[config.mk]
export PLATFORM = sky130hd
export DESIGN_NAME = led_strip_fade_and_frame_driver
export DESIGN_NICKNAME = d
export VERILOG_FILES = /design/src/rtl/lsf_pkg.sv /design/src/rtl/lsf_ram.sv /design/src/rtl/lsf_front.sv /design/src/rtl/lsf_div.sv /design/src/rtl/lsf_back.sv /design/src/rtl/led_strip_fade_and_frame_driver.sv
export SDC_FILE = /design/constraint.sdc
export NUM_CORES = 2
export LEC_CHECK = 0
export BUFFER_PORTS_ARGS = -buffer_cell sky130_fd_sc_hd__buf_2
export CORE_ASPECT_RATIO = 1.2
export CORE_MARGIN = 2
export CORE_UTILIZATION = 50
export DETAILED_ROUTE_END_ITERATION = 8
export GPL_ROUTABILITY_DRIVEN = 0
export PLACE_DENSITY_LB_ADDON = 0.05
export SLEW_MARGIN = 25
export SYNTH_ARGS = -nofsm -noshare
export SYNTH_HDL_FRONTEND = slang
export SYNTH_SLANG_ARGS = --single-unit
[constraint.sdc]
create_clock -name clk -period 7.3 [get_ports clk]
set_clock_uncertainty 0.05 [all_clocks]
set_input_delay 1.46 -clock clk [delete_from_list [all_inputs] [get_ports clk]]
set_output_delay 1.46 -clock clk [all_outputs]
set_load 0.01 [all_outputs]
[src/rtl/lsf_pkg.sv]
// ----------------------------------------------------------------------------
// lsf_pkg
// Shared types, constants and helpers of the LED strip fade and frame driver.
// ----------------------------------------------------------------------------
package lsf_pkg;

	// Fixed field widths
	localparam int IdxW   = 6;
	localparam int ChanW  = 8;
	localparam int WordW  = 24;
	localparam int CountW = 5;
	localparam int CfgIdxW = 1;

	// Frame word sizes
	localparam logic [CountW-1:0] HdrBits   = 5'd24;
	localparam logic [CountW-1:0] PixBits   = 5'd24;
	localparam logic [CountW-1:0] TrailBits = 5'd16;

	// Strip protocol keeps bit 7 of every colour byte set
	localparam logic [ChanW-1:0] MarkBit = 8'h80;

	// Configuration register indexes
	localparam logic [CfgIdxW-1:0] RegDim  = 1'b0;
	localparam logic [CfgIdxW-1:0] RegStep = 1'b1;

	// Command queue between front and back
	localparam int QueueDepth = 2;
	localparam int QPtrW      = 1;
	localparam int QCntW      = 2;

	// Restoring divider: one quotient bit per cycle
	localparam int DivSteps = 8;
	localparam int DivCntW  = 4;

	typedef enum logic [1:0] {
		OP_TARGET = 2'd0,
		OP_TICK   = 2'd1,
		OP_PIXEL  = 2'd2,
		OP_CLEAR  = 2'd3
	} op_t;

	typedef struct packed {
		logic [ChanW-1:0] red;
		logic [ChanW-1:0] green;
		logic [ChanW-1:0] blue;
	} rgb_t;

	typedef struct packed {
		op_t             op;
		logic [IdxW-1:0] idx;
		rgb_t            colour;
	} cmd_t;

	typedef enum logic [2:0] {
		ST_IDLE,
		ST_DIV,
		ST_FADE,
		ST_HDR,
		ST_PIX,
		ST_TRL
	} back_state_t;

	// Build the G-R-B strip word with the mark bit forced on
	function automatic logic [WordW-1:0] pack_grb(input rgb_t c);
		return {c.green | MarkBit, c.red | MarkBit, c.blue | MarkBit};
	endfunction

endpackage

[src/rtl/lsf_ram.sv]
// ----------------------------------------------------------------------------
// lsf_ram
// Generic single-write, single-read RAM with registered read data.
// ----------------------------------------------------------------------------
module lsf_ram #(
	parameter int Width = 24,
	parameter int Depth = 48,
	localparam int AddrW = (Depth > 1) ? $clog2(Depth) : 1
) (
	input  logic             clk,
	input  logic             we,
	input  logic [AddrW-1:0] waddr,
	input  logic [Width-1:0] wdata,
	input  logic [AddrW-1:0] raddr,
	output logic [Width-1:0] rdata
);

	logic [Width-1:0] mem [Depth];

	// Write port and registered read port
	always_ff @(posedge clk) begin
		if (we) begin
			mem[waddr] <= wdata;
		end
		rdata <= mem[raddr];
	end

endmodule

[src/rtl/lsf_front.sv]
// ----------------------------------------------------------------------------
// lsf_front
// Command intake: decodes func, drops out-of-range pixel writes and queues
// the rest for the back end.
// ----------------------------------------------------------------------------
module lsf_front #(
	parameter int PIXEL_COUNT = 48
) (
	input  logic                       clk,
	input  logic                       arst_n,
	input  logic                       start,
	input  logic [1:0]                 func,
	input  logic [lsf_pkg::IdxW-1:0]   pixel_index,
	input  logic [lsf_pkg::ChanW-1:0]  red,
	input  logic [lsf_pkg::ChanW-1:0]  green,
	input  logic [lsf_pkg::ChanW-1:0]  blue,
	output logic                       busy,
	output lsf_pkg::cmd_t              head,
	output logic                       head_valid,
	input  logic                       pop
);

	lsf_pkg::cmd_t                 queue_q [lsf_pkg::QueueDepth];
	logic [lsf_pkg::QPtrW-1:0]     wr_ptr_q;
	logic [lsf_pkg::QPtrW-1:0]     rd_ptr_q;
	logic [lsf_pkg::QCntW-1:0]     count_q;
	lsf_pkg::cmd_t                 cmd;
	logic                          keep;
	logic                          push;

	// Classify the incoming transaction
	always_comb begin
		cmd.op     = lsf_pkg::op_t'(func);
		cmd.idx    = pixel_index;
		cmd.colour = '{red: red, green: green, blue: blue};
		keep = (cmd.op != lsf_pkg::OP_PIXEL) ||
			({1'b0, pixel_index} < (lsf_pkg::IdxW + 1)'(PIXEL_COUNT));
	end

	assign busy       = (count_q == lsf_pkg::QCntW'(lsf_pkg::QueueDepth));
	assign push       = start && !busy && keep;
	assign head_valid = (count_q != '0);
	assign head       = queue_q[rd_ptr_q];

	// Store queue entries
	always_ff @(posedge clk) begin
		if (push) begin
			queue_q[wr_ptr_q] <= cmd;
		end
	end

	// Advance pointers and occupancy
	always_ff @(posedge clk or negedge arst_n) begin
		if (!arst_n) begin
			wr_ptr_q <= '0;
			rd_ptr_q <= '0;
			count_q  <= '0;
		end else begin
			if (push) begin
				wr_ptr_q <= wr_ptr_q + 1'b1;
			end
			if (pop) begin
				rd_ptr_q <= rd_ptr_q + 1'b1;
			end
			if (push && !pop) begin
				count_q <= count_q + 1'b1;
			end else if (pop && !push) begin
				count_q <= count_q - 1'b1;
			end
		end
	end

endmodule

[src/rtl/lsf_div.sv]
// ----------------------------------------------------------------------------
// lsf_div
// Three-lane restoring divider, one quotient bit per cycle, shared divisor.
// ----------------------------------------------------------------------------
module lsf_div (
	input  logic                      clk,
	input  logic                      arst_n,
	input  logic                      go,
	input  lsf_pkg::rgb_t             num,
	input  logic [lsf_pkg::ChanW-1:0] den,
	output logic                      done,
	output lsf_pkg::rgb_t             quo
);

	logic [2:0][lsf_pkg::ChanW-1:0] shf_q;
	logic [2:0][lsf_pkg::ChanW-1:0] rem_q;
	logic [2:0][lsf_pkg::ChanW-1:0] shf_nx;
	logic [2:0][lsf_pkg::ChanW-1:0] rem_nx;
	logic [2:0][lsf_pkg::ChanW:0]   trial;
	logic [lsf_pkg::DivCntW-1:0]    cnt_q;
	logic                           run_q;
	logic                           done_q;

	// One restoring step per lane
	always_comb begin
		for (int i = 0; i < 3; i++) begin
			trial[i] = {rem_q[i], shf_q[i][lsf_pkg::ChanW-1]};
			if (trial[i] >= {1'b0, den}) begin
				rem_nx[i] = lsf_pkg::ChanW'(trial[i] - {1'b0, den});
				shf_nx[i] = {shf_q[i][lsf_pkg::ChanW-2:0], 1'b1};
			end else begin
				rem_nx[i] = trial[i][lsf_pkg::ChanW-1:0];
				shf_nx[i] = {shf_q[i][lsf_pkg::ChanW-2:0], 1'b0};
			end
		end
	end

	// Load operands or shift in the next quotient bit
	always_ff @(posedge clk) begin
		if (go) begin
			shf_q <= num;
			rem_q <= '0;
		end else if (run_q) begin
			shf_q <= shf_nx;
			rem_q <= rem_nx;
		end
	end

	// Sequence the steps
	always_ff @(posedge clk or negedge arst_n) begin
		if (!arst_n) begin
			run_q  <= 1'b0;
			done_q <= 1'b0;
			cnt_q  <= '0;
		end else begin
			done_q <= 1'b0;
			if (go) begin
				run_q <= 1'b1;
				cnt_q <= '0;
			end else if (run_q) begin
				cnt_q <= cnt_q + 1'b1;
				if (cnt_q == lsf_pkg::DivCntW'(lsf_pkg::DivSteps - 1)) begin
					run_q  <= 1'b0;
					done_q <= 1'b1;
				end
			end
		end
	end

	assign done = done_q;
	assign quo  = lsf_pkg::rgb_t'(shf_q);

endmodule

[src/rtl/lsf_back.sv]
// ----------------------------------------------------------------------------
// lsf_back
// Command execution: target division, fade, pixel store and frame output.
// ----------------------------------------------------------------------------
module lsf_back #(
	parameter int PIXEL_COUNT = 48,
	localparam int AddrW = (PIXEL_COUNT > 1) ? $clog2(PIXEL_COUNT) : 1
) (
	input  logic                        clk,
	input  logic                        arst_n,
	input  lsf_pkg::cmd_t               head,
	input  logic                        head_valid,
	output logic                        pop,
	input  logic [lsf_pkg::ChanW-1:0]   dim_divisor,
	input  logic [lsf_pkg::ChanW-1:0]   fade_step,
	output logic                        word_strobe,
	output logic [lsf_pkg::WordW-1:0]   shift_word,
	output logic [lsf_pkg::CountW-1:0]  bit_count,
	output logic                        frame_last
);

	lsf_pkg::back_state_t         state_q;
	lsf_pkg::back_state_t         state_nx;
	logic [AddrW-1:0]             cnt_q;
	lsf_pkg::rgb_t                target_q;
	lsf_pkg::rgb_t                current_q;
	lsf_pkg::rgb_t                faded;
	logic [lsf_pkg::WordW-1:0]    fill_q;
	logic [PIXEL_COUNT-1:0]       valid_q;
	logic                         vsel_s1;
	logic                         pix_last;
	logic                         div_go;
	logic                         div_done;
	lsf_pkg::rgb_t                div_quo;
	logic                         mem_we;
	logic [AddrW-1:0]             waddr;
	logic [AddrW-1:0]             raddr;
	logic [lsf_pkg::WordW-1:0]    rdata;
	logic                         word_strobe_q;
	logic [lsf_pkg::WordW-1:0]    shift_word_q;
	logic [lsf_pkg::CountW-1:0]   bit_count_q;
	logic                         frame_last_q;

	// Move one channel toward its target without passing it
	function automatic logic [lsf_pkg::ChanW-1:0] fade_chan(
		input logic [lsf_pkg::ChanW-1:0] cur,
		input logic [lsf_pkg::ChanW-1:0] tgt,
		input logic [lsf_pkg::ChanW-1:0] step
	);
		logic [lsf_pkg::ChanW-1:0] gap;
		gap = (tgt >= cur) ? (tgt - cur) : (cur - tgt);
		if (step == '0 || gap < step) begin
			return tgt;
		end else if (tgt > cur) begin
			return cur + step;
		end else begin
			return cur - step;
		end
	endfunction

	lsf_div u_div (
		.clk    (clk),
		.arst_n (arst_n),
		.go     (div_go),
		.num    (head.colour),
		.den    (dim_divisor),
		.done   (div_done),
		.quo    (div_quo)
	);

	lsf_ram #(
		.Width (lsf_pkg::WordW),
		.Depth (PIXEL_COUNT)
	) u_ram (
		.clk   (clk),
		.we    (mem_we),
		.waddr (waddr),
		.wdata (lsf_pkg::pack_grb(head.colour)),
		.raddr (raddr),
		.rdata (rdata)
	);

	assign pix_last = (cnt_q == AddrW'(PIXEL_COUNT - 1));
	assign waddr    = head.idx[AddrW-1:0];
	assign faded    = '{
		red:   fade_chan(current_q.red,   target_q.red,   fade_step),
		green: fade_chan(current_q.green, target_q.green, fade_step),
		blue:  fade_chan(current_q.blue,  target_q.blue,  fade_step)
	};

	// Next state
	always_comb begin
		state_nx = state_q;
		case (state_q)
			lsf_pkg::ST_IDLE: begin
				if (head_valid) begin
					case (head.op)
						lsf_pkg::OP_TARGET: state_nx = lsf_pkg::ST_DIV;
						lsf_pkg::OP_TICK:   state_nx = lsf_pkg::ST_FADE;
						lsf_pkg::OP_CLEAR:  state_nx = lsf_pkg::ST_HDR;
						default:            state_nx = lsf_pkg::ST_IDLE;
					endcase
				end
			end
			lsf_pkg::ST_DIV: begin
				if (div_done) begin
					state_nx = lsf_pkg::ST_FADE;
				end
			end
			lsf_pkg::ST_FADE: state_nx = lsf_pkg::ST_HDR;
			lsf_pkg::ST_HDR:  state_nx = lsf_pkg::ST_PIX;
			lsf_pkg::ST_PIX: begin
				if (pix_last) begin
					state_nx = lsf_pkg::ST_TRL;
				end
			end
			lsf_pkg::ST_TRL:  state_nx = lsf_pkg::ST_IDLE;
			default:          state_nx = lsf_pkg::ST_IDLE;
		endcase
	end

	// Control outputs
	always_comb begin
		pop    = 1'b0;
		div_go = 1'b0;
		mem_we = 1'b0;
		raddr  = '0;
		case (state_q)
			lsf_pkg::ST_IDLE: begin
				pop    = head_valid;
				div_go = head_valid && (head.op == lsf_pkg::OP_TARGET);
				mem_we = head_valid && (head.op == lsf_pkg::OP_PIXEL);
			end
			lsf_pkg::ST_PIX: begin
				if (!pix_last) begin
					raddr = cnt_q + 1'b1;
				end
			end
			default: begin
				raddr = '0;
			end
		endcase
	end

	// Colour state, fill value and per-entry written marks
	always_ff @(posedge clk or negedge arst_n) begin
		if (!arst_n) begin
			state_q   <= lsf_pkg::ST_IDLE;
			cnt_q     <= '0;
			target_q  <= '0;
			current_q <= '0;
			fill_q    <= '0;
			valid_q   <= '0;
			vsel_s1   <= 1'b0;
		end else begin
			state_q <= state_nx;
			vsel_s1 <= valid_q[raddr];
			if (state_q == lsf_pkg::ST_DIV && div_done) begin
				target_q <= div_quo;
			end
			if (state_q == lsf_pkg::ST_FADE) begin
				current_q <= faded;
				fill_q    <= lsf_pkg::pack_grb(faded);
				valid_q   <= '0;
			end else if (pop && head.op == lsf_pkg::OP_CLEAR) begin
				fill_q  <= lsf_pkg::pack_grb('0);
				valid_q <= '0;
			end else if (mem_we) begin
				valid_q[waddr] <= 1'b1;
			end
			if (state_q == lsf_pkg::ST_HDR) begin
				cnt_q <= '0;
			end else if (state_q == lsf_pkg::ST_PIX) begin
				cnt_q <= cnt_q + 1'b1;
			end
		end
	end

	// Register the frame words
	always_ff @(posedge clk or negedge arst_n) begin
		if (!arst_n) begin
			word_strobe_q <= 1'b0;
			frame_last_q  <= 1'b0;
		end else begin
			word_strobe_q <= (state_q == lsf_pkg::ST_HDR) ||
				(state_q == lsf_pkg::ST_PIX) || (state_q == lsf_pkg::ST_TRL);
			frame_last_q  <= (state_q == lsf_pkg::ST_TRL);
		end
	end

	always_ff @(posedge clk) begin
		case (state_q)
			lsf_pkg::ST_PIX: begin
				shift_word_q <= vsel_s1 ? rdata : fill_q;
				bit_count_q  <= lsf_pkg::PixBits;
			end
			lsf_pkg::ST_TRL: begin
				shift_word_q <= '0;
				bit_count_q  <= lsf_pkg::TrailBits;
			end
			default: begin
				shift_word_q <= '0;
				bit_count_q  <= lsf_pkg::HdrBits;
			end
		endcase
	end

	assign word_strobe = word_strobe_q;
	assign shift_word  = shift_word_q;
	assign bit_count   = bit_count_q;
	assign frame_last  = frame_last_q;

`ifndef SYNTHESIS
	a_trailer_size: assert property (@(posedge clk) disable iff (!arst_n)
		word_strobe_q && frame_last_q |-> bit_count_q == lsf_pkg::TrailBits)
		else $error("trailer word with wrong bit count");

	a_div_in_div_state: assert property (@(posedge clk) disable iff (!arst_n)
		div_done |-> state_q == lsf_pkg::ST_DIV)
		else $error("divider finished outside the divide state");

	a_pixel_strobes: assert property (@(posedge clk) disable iff (!arst_n)
		state_q == lsf_pkg::ST_PIX |=> word_strobe_q && !frame_last_q)
		else $error("pixel word not strobed");

	a_frame_ends: assert property (@(posedge clk) disable iff (!arst_n)
		state_q == lsf_pkg::ST_TRL |=> state_q == lsf_pkg::ST_IDLE && frame_last_q)
		else $error("frame did not end after trailer");
`endif

endmodule

[src/rtl/led_strip_fade_and_frame_driver.sv]
// Before the header word, a tick passes the fade state, a clear goes straight
// to it, and a set-target runs the divider, then fade; a frame is 50 words.
// Tick, set-target and clear each emit a frame, set-pixel only writes the RAM;
// the frame sequencer reading the pixel RAM one word per cycle sets the pace.
// A 2-entry command queue takes start during a frame; the receiver cannot stall.
// Reset clears all colours and marks every pixel as zero; no clearing pass.
// ----------------------------------------------------------------------------
// led_strip_fade_and_frame_driver
// Fading colour engine and frame generator for a serial LED strip.
// ----------------------------------------------------------------------------
module led_strip_fade_and_frame_driver #(
	parameter int PIXEL_COUNT = 48
) (
	input  logic                          clk,
	input  logic                          arst_n,
	input  logic                          start,
	output logic                          busy,
	input  logic [1:0]                    func,
	input  logic [lsf_pkg::IdxW-1:0]      pixel_index,
	input  logic [lsf_pkg::ChanW-1:0]     red,
	input  logic [lsf_pkg::ChanW-1:0]     green,
	input  logic [lsf_pkg::ChanW-1:0]     blue,
	input  logic                          cfg_we,
	input  logic [lsf_pkg::CfgIdxW-1:0]   cfg_index,
	input  logic [lsf_pkg::ChanW-1:0]     cfg_data,
	output logic                          word_strobe,
	output logic [lsf_pkg::WordW-1:0]     shift_word,
	output logic [lsf_pkg::CountW-1:0]    bit_count,
	output logic                          frame_last
);

	logic [lsf_pkg::ChanW-1:0] dim_q;
	logic [lsf_pkg::ChanW-1:0] step_q;
	lsf_pkg::cmd_t             head;
	logic                      head_valid;
	logic                      pop;

	// Configuration registers; a zero divisor is stored as one
	always_ff @(posedge clk or negedge arst_n) begin
		if (!arst_n) begin
			dim_q  <= 8'd1;
			step_q <= '0;
		end else if (cfg_we) begin
			case (cfg_index)
				lsf_pkg::RegDim:  dim_q  <= (cfg_data == '0) ? 8'd1 : cfg_data;
				lsf_pkg::RegStep: step_q <= cfg_data;
				default:          dim_q  <= dim_q;
			endcase
		end
	end

	lsf_front #(
		.PIXEL_COUNT (PIXEL_COUNT)
	) u_front (
		.clk         (clk),
		.arst_n      (arst_n),
		.start       (start),
		.func        (func),
		.pixel_index (pixel_index),
		.red         (red),
		.green       (green),
		.blue        (blue),
		.busy        (busy),
		.head        (head),
		.head_valid  (head_valid),
		.pop         (pop)
	);

	lsf_back #(
		.PIXEL_COUNT (PIXEL_COUNT)
	) u_back (
		.clk         (clk),
		.arst_n      (arst_n),
		.head        (head),
		.head_valid  (head_valid),
		.pop         (pop),
		.dim_divisor (dim_q),
		.fade_step   (step_q),
		.word_strobe (word_strobe),
		.shift_word  (shift_word),
		.bit_count   (bit_count),
		.frame_last  (frame_last)
	);

endmodule

==> results.py <==
metrics = {
    "outcome": {
        "status": "complete, no violations",
    },
    "clocking": {
        "htree_levels": 4,
        "max-clock-path-buffers": 3,
        "cts-root-buf": "clkbuf_16",
        "cts_hold_buf": 0,
        "clk_pin_slew_worst_paths_ns": 0.06,
        "postCtsSetupBuffers": 0,
        "cts_resized": 0,
        "clk_latency_ns": 0.77,
        "clkSinkCount": 1320,
        "cts_buffers": 137,
        "cts_tree": "done",
    },
    "route": {
        "num_vias": 35897,
        "ant_nets": 0,
        "first_pass_iters": 6,
        "drcViolationCount": 0,
        "via_per_inst": 5.906,
        "avgRoutedWirePerCell_um": 26.18,
        "drt_iter0_drc": 3583,
        "wirelength_um": 159100,
    },
    "pwr": {
        "p_total_uw": 24330,
        "power.leakage_uw": 0.02326,
        "p_int_uw": 16180,
        "p_seq_share_pct": 40.5,
        "p_comb_share_pct": 31.5,
        "p_switching_uw": 8154,
        "switching_share_pct": 33.51,
        "p_clk_share_pct": 28.0,
        "ir_drop_mv": 0.2891,
        "power_density_nw_per_um2": 386.1,
    },
    "place": {
        "dp.final_hpwl_um": 92870,
        "port_buffers": 72,
    },
    "timing": {
        "final_max_slew_viol_count": 0,
        "fmax_mhz": 191.8,
        "rsz0062_at_grt": "no",
        "timing.hold.ws_ns": 0.4271,
        "fin_tns_setup_ns": 0,
        "timing.final.crit_share_pct": 71.41,
        "worstMarginPinSlew_ns": 1.004,
        "slew_headroom_pct": 32.62,
        "setup_viol": 0,
        "period_needed_ns": 5.213,
        "hold_viol": 0,
    },
    "synth": {
        "synth_flop_cell": "edfxtp_1",
        "synth.yosys.seq_area_share_pct": 67.84,
        "synthTopCellsByArea": "edfxtp_1 (58%), dfrtp_1 (6.9%), nand2_1 (6.2%)",
        "synth_seq_cells": 1320,
        "synth_area_leader_cell": "edfxtp_1",
        "synth.distinct_cells": 75,
        "syn_inst": 4375,
        "ys_async_sr_fraction_pct": 11.82,
        "ys.warnings.count": 0,
        "postSynthAreaPerCell_um2": 12.86,
        "synth_edf_count": 1096,
        "synth.top_cell.area_share_pct": 58.49,
        "syn_area_um2": 56270,
    },
    "global_routing": {
        "grt.overflow.total": 0,
        "grt_max_degree": 116,
        "grt_pass1_wl_um": 233000,
        "antenna_found_initial": 11,
        "grt_pass1_vias": 34645,
        "grtUsageTotal_pct": 27.78,
    },
    "setup_path": {
        "critical_path.max_fanout": 9,
        "r2r-start": "u_back.target_q[0]",
        "cp_slowest_cell": "a21oi_1",
        "r2r_slack_ns": 2.09,
        "cp-end-kind": "flip-flop",
        "crit_type": "flip-flop to flip-flop",
        "cpPeakStageDelay_ns": 0.60,
        "arrival_ns": 5.81,
        "rr_endpoint": "u_back.fill_q[1]",
        "cp_cell_sequence": "inv_1 -> ha_1 -> inv_1 -> fa_1 -> and3_1 -> o31ai_1 -> and2_1 -> mux2_2 -> o31a_1 -> o21a_1 -> nor4_1 -> nor3b_1 -> ha_1 -> o21a_1 -> o21ai_0 -> a21oi_1 -> buf_4 -> mux2i_1 -> nor2_1 -> a21o_1",
        "start_kind": "flip-flop",
        "r2r_cells": 20,
        "crit_required_ns": 7.90,
    },
    "die": {
        "initial_core_util_pct": 50.47,
        "coreArea_um2": 111500,
        "io_pins": 77,
        "fp.dieW_um": 310.3,
        "die_area_um2": 115300,
        "row_count": 134,
        "die_h_um": 371.5,
    },
    "cells_and_area": {
        "layout_commonest_cell": "edfxtp_1",
        "final_cell_mix": "edfxtp_1 (1096), nand2_1 (931), nand3_1 (266), dfrtp_1 (154), clkbuf_16 (141)",
        "nets": 4632,
        "areaGrowthSynthToFinish_pct": 11.99,
        "drive_gt1_share_pct": 11.81,
    },
    "worst_hold_path": {
        "min_to": "u_back.fill_q[15]",
        "hp-start": "u_back.fill_q[15]",
        "hp-class": "flip-flop to flip-flop",
        "hold_depth": 1,
    },
    "job": {
        "maxCapViolCount": 0,
    },
}
layer usage:
layer,track usage (%),vias to the layer above,wire length [µm]
met5,0,-,23
met4,10.40,4,5477
met3,3.767,248,9293
met2,45.96,1141,77640
met1,37.49,18195,66670
li1,-,16309,-
power by group through the flow:
stage,clock (µW),sequential (µW),combinational (µW)
after floorplan,0,9810,5320
after global placement,0,9990,7580
after detailed placement,0,10000,7640
after CTS,6920,9840,7680
after global routing,7200,9890,8450
final,6810,9850,7670
registers in the layout, summed over array words and instances, names as in the netlist:
register / count
u_back.u_ram.rdata: 21
u_back.vsel_s1: 1
u_back.target_q: 24
u_back.shift_word: 22
u_back.fill_q: 22
u_front.queue_q: 64
u_back.u_div.cnt_q: 4
u_front.rd_ptr_q: 1
u_back.bit_count: 1
u_back.u_div.rem_q: 24
step_q: 8
u_back.u_div.quo: 24
u_back.u_div.run_q: 1
u_front.count_q: 2
u_back.u_ram.mem: 1008
dim_q: 8
u_back.valid_q: 48
u_back.current_q: 24
u_back.frame_last: 1
u_back.cnt_q: 6
u_back.word_strobe: 1
u_back.state_q: 3
u_front.wr_ptr_q: 1
u_back.u_div.done: 1
through the flow:
stage | cell area, µm² | std cells | util, % | setup slack [ns]
2_1_floorplan | 56280 | 4377 | - | 2.996
3_3_place_gp | 58600 | 5811 | 52.56 | 2.099
3_5_place_dp | 58640 | 5812 | 52.59 | 2.181
4_1_cts | 62940 | 6065 | 56.45 | 2.144
5_1_grt | 63020 | 6077 | 56.52 | 1.776
6_report | 63020 | 6078 | 56.52 | 2.087
cells in the mapped netlist (13+ instances only):
master	n
edfxtp_1	1096
nand2_1	933
nand3_1	267
nor2_1	162
dfrtp_1	155
mux2i_1	140
o21ai_0	123
ha_1	118
clkbuf_1	115
inv_1	106
buf_2	101
and3_1	96
a21oi_1	94
a311oi_1	78
a32oi_1	72
dfxtp_1	68
a31oi_1	65
o21a_1	65
mux2_2	58
xnor2_1	55
a21o_1	51
nand4_1	28
nor2b_1	20
or3_1	20
xor2_1	19
buf_4	18
buf_1	17
mux4_2	17
a21boi_0	15
a211oi_1	13
nor3_1	13
o211ai_1	13
o22ai_1	13
area by class of cell:
type,count,area [µm²]
repair buffers,194,1428
inverters,108,405.4
multi-input cells,2696,16800
well taps,1496,1872
fillers,9165,48470
clock buffers,187,3741
diodes,11,27.53
flip-flops and latches,1320,38180
clock inverters,66,563.0
logic make-up after synthesis:
kind of cell,Yosys count,synth area share (%)
DFF,1320,67.84
buffers and inverters,361,2.779
adders and majority gates,130,3.051
other,2,0.01335
AOI/OAI and AO/OA,677,8.482
xor gates and xnor gates,74,1.152
and+or+nand+nor,1596,12.35
muxes,215,4.331
worst max-delay path by stage:
stage,start,end,slack [ns]
global route,u_back.target_q[0],u_back.fill_q[1],1.78
CTS,u_back.target_q[0],u_back.fill_q[1],2.14
floorplan,u_back.target_q[0],u_back.current_q[3],3.00
detailed placement,u_back.target_q[0],u_back.fill_q[1],2.18
finish,u_back.target_q[0],u_back.fill_q[1],2.09
global placement,u_back.target_q[0],u_back.current_q[3],2.10
critical path: cells and delay by family, from the launching register on:
family | cells | cell delay [ns]
fa+ha+maj | 3 | 0.87
buf+inv | 3 | 0.44
compound gates | 7 | 1.69
flops | 1 | 0.40
mux | 2 | 0.61
simple gates | 5 | 1.04
No activity file was read; power rests on OpenSTA's default activity.
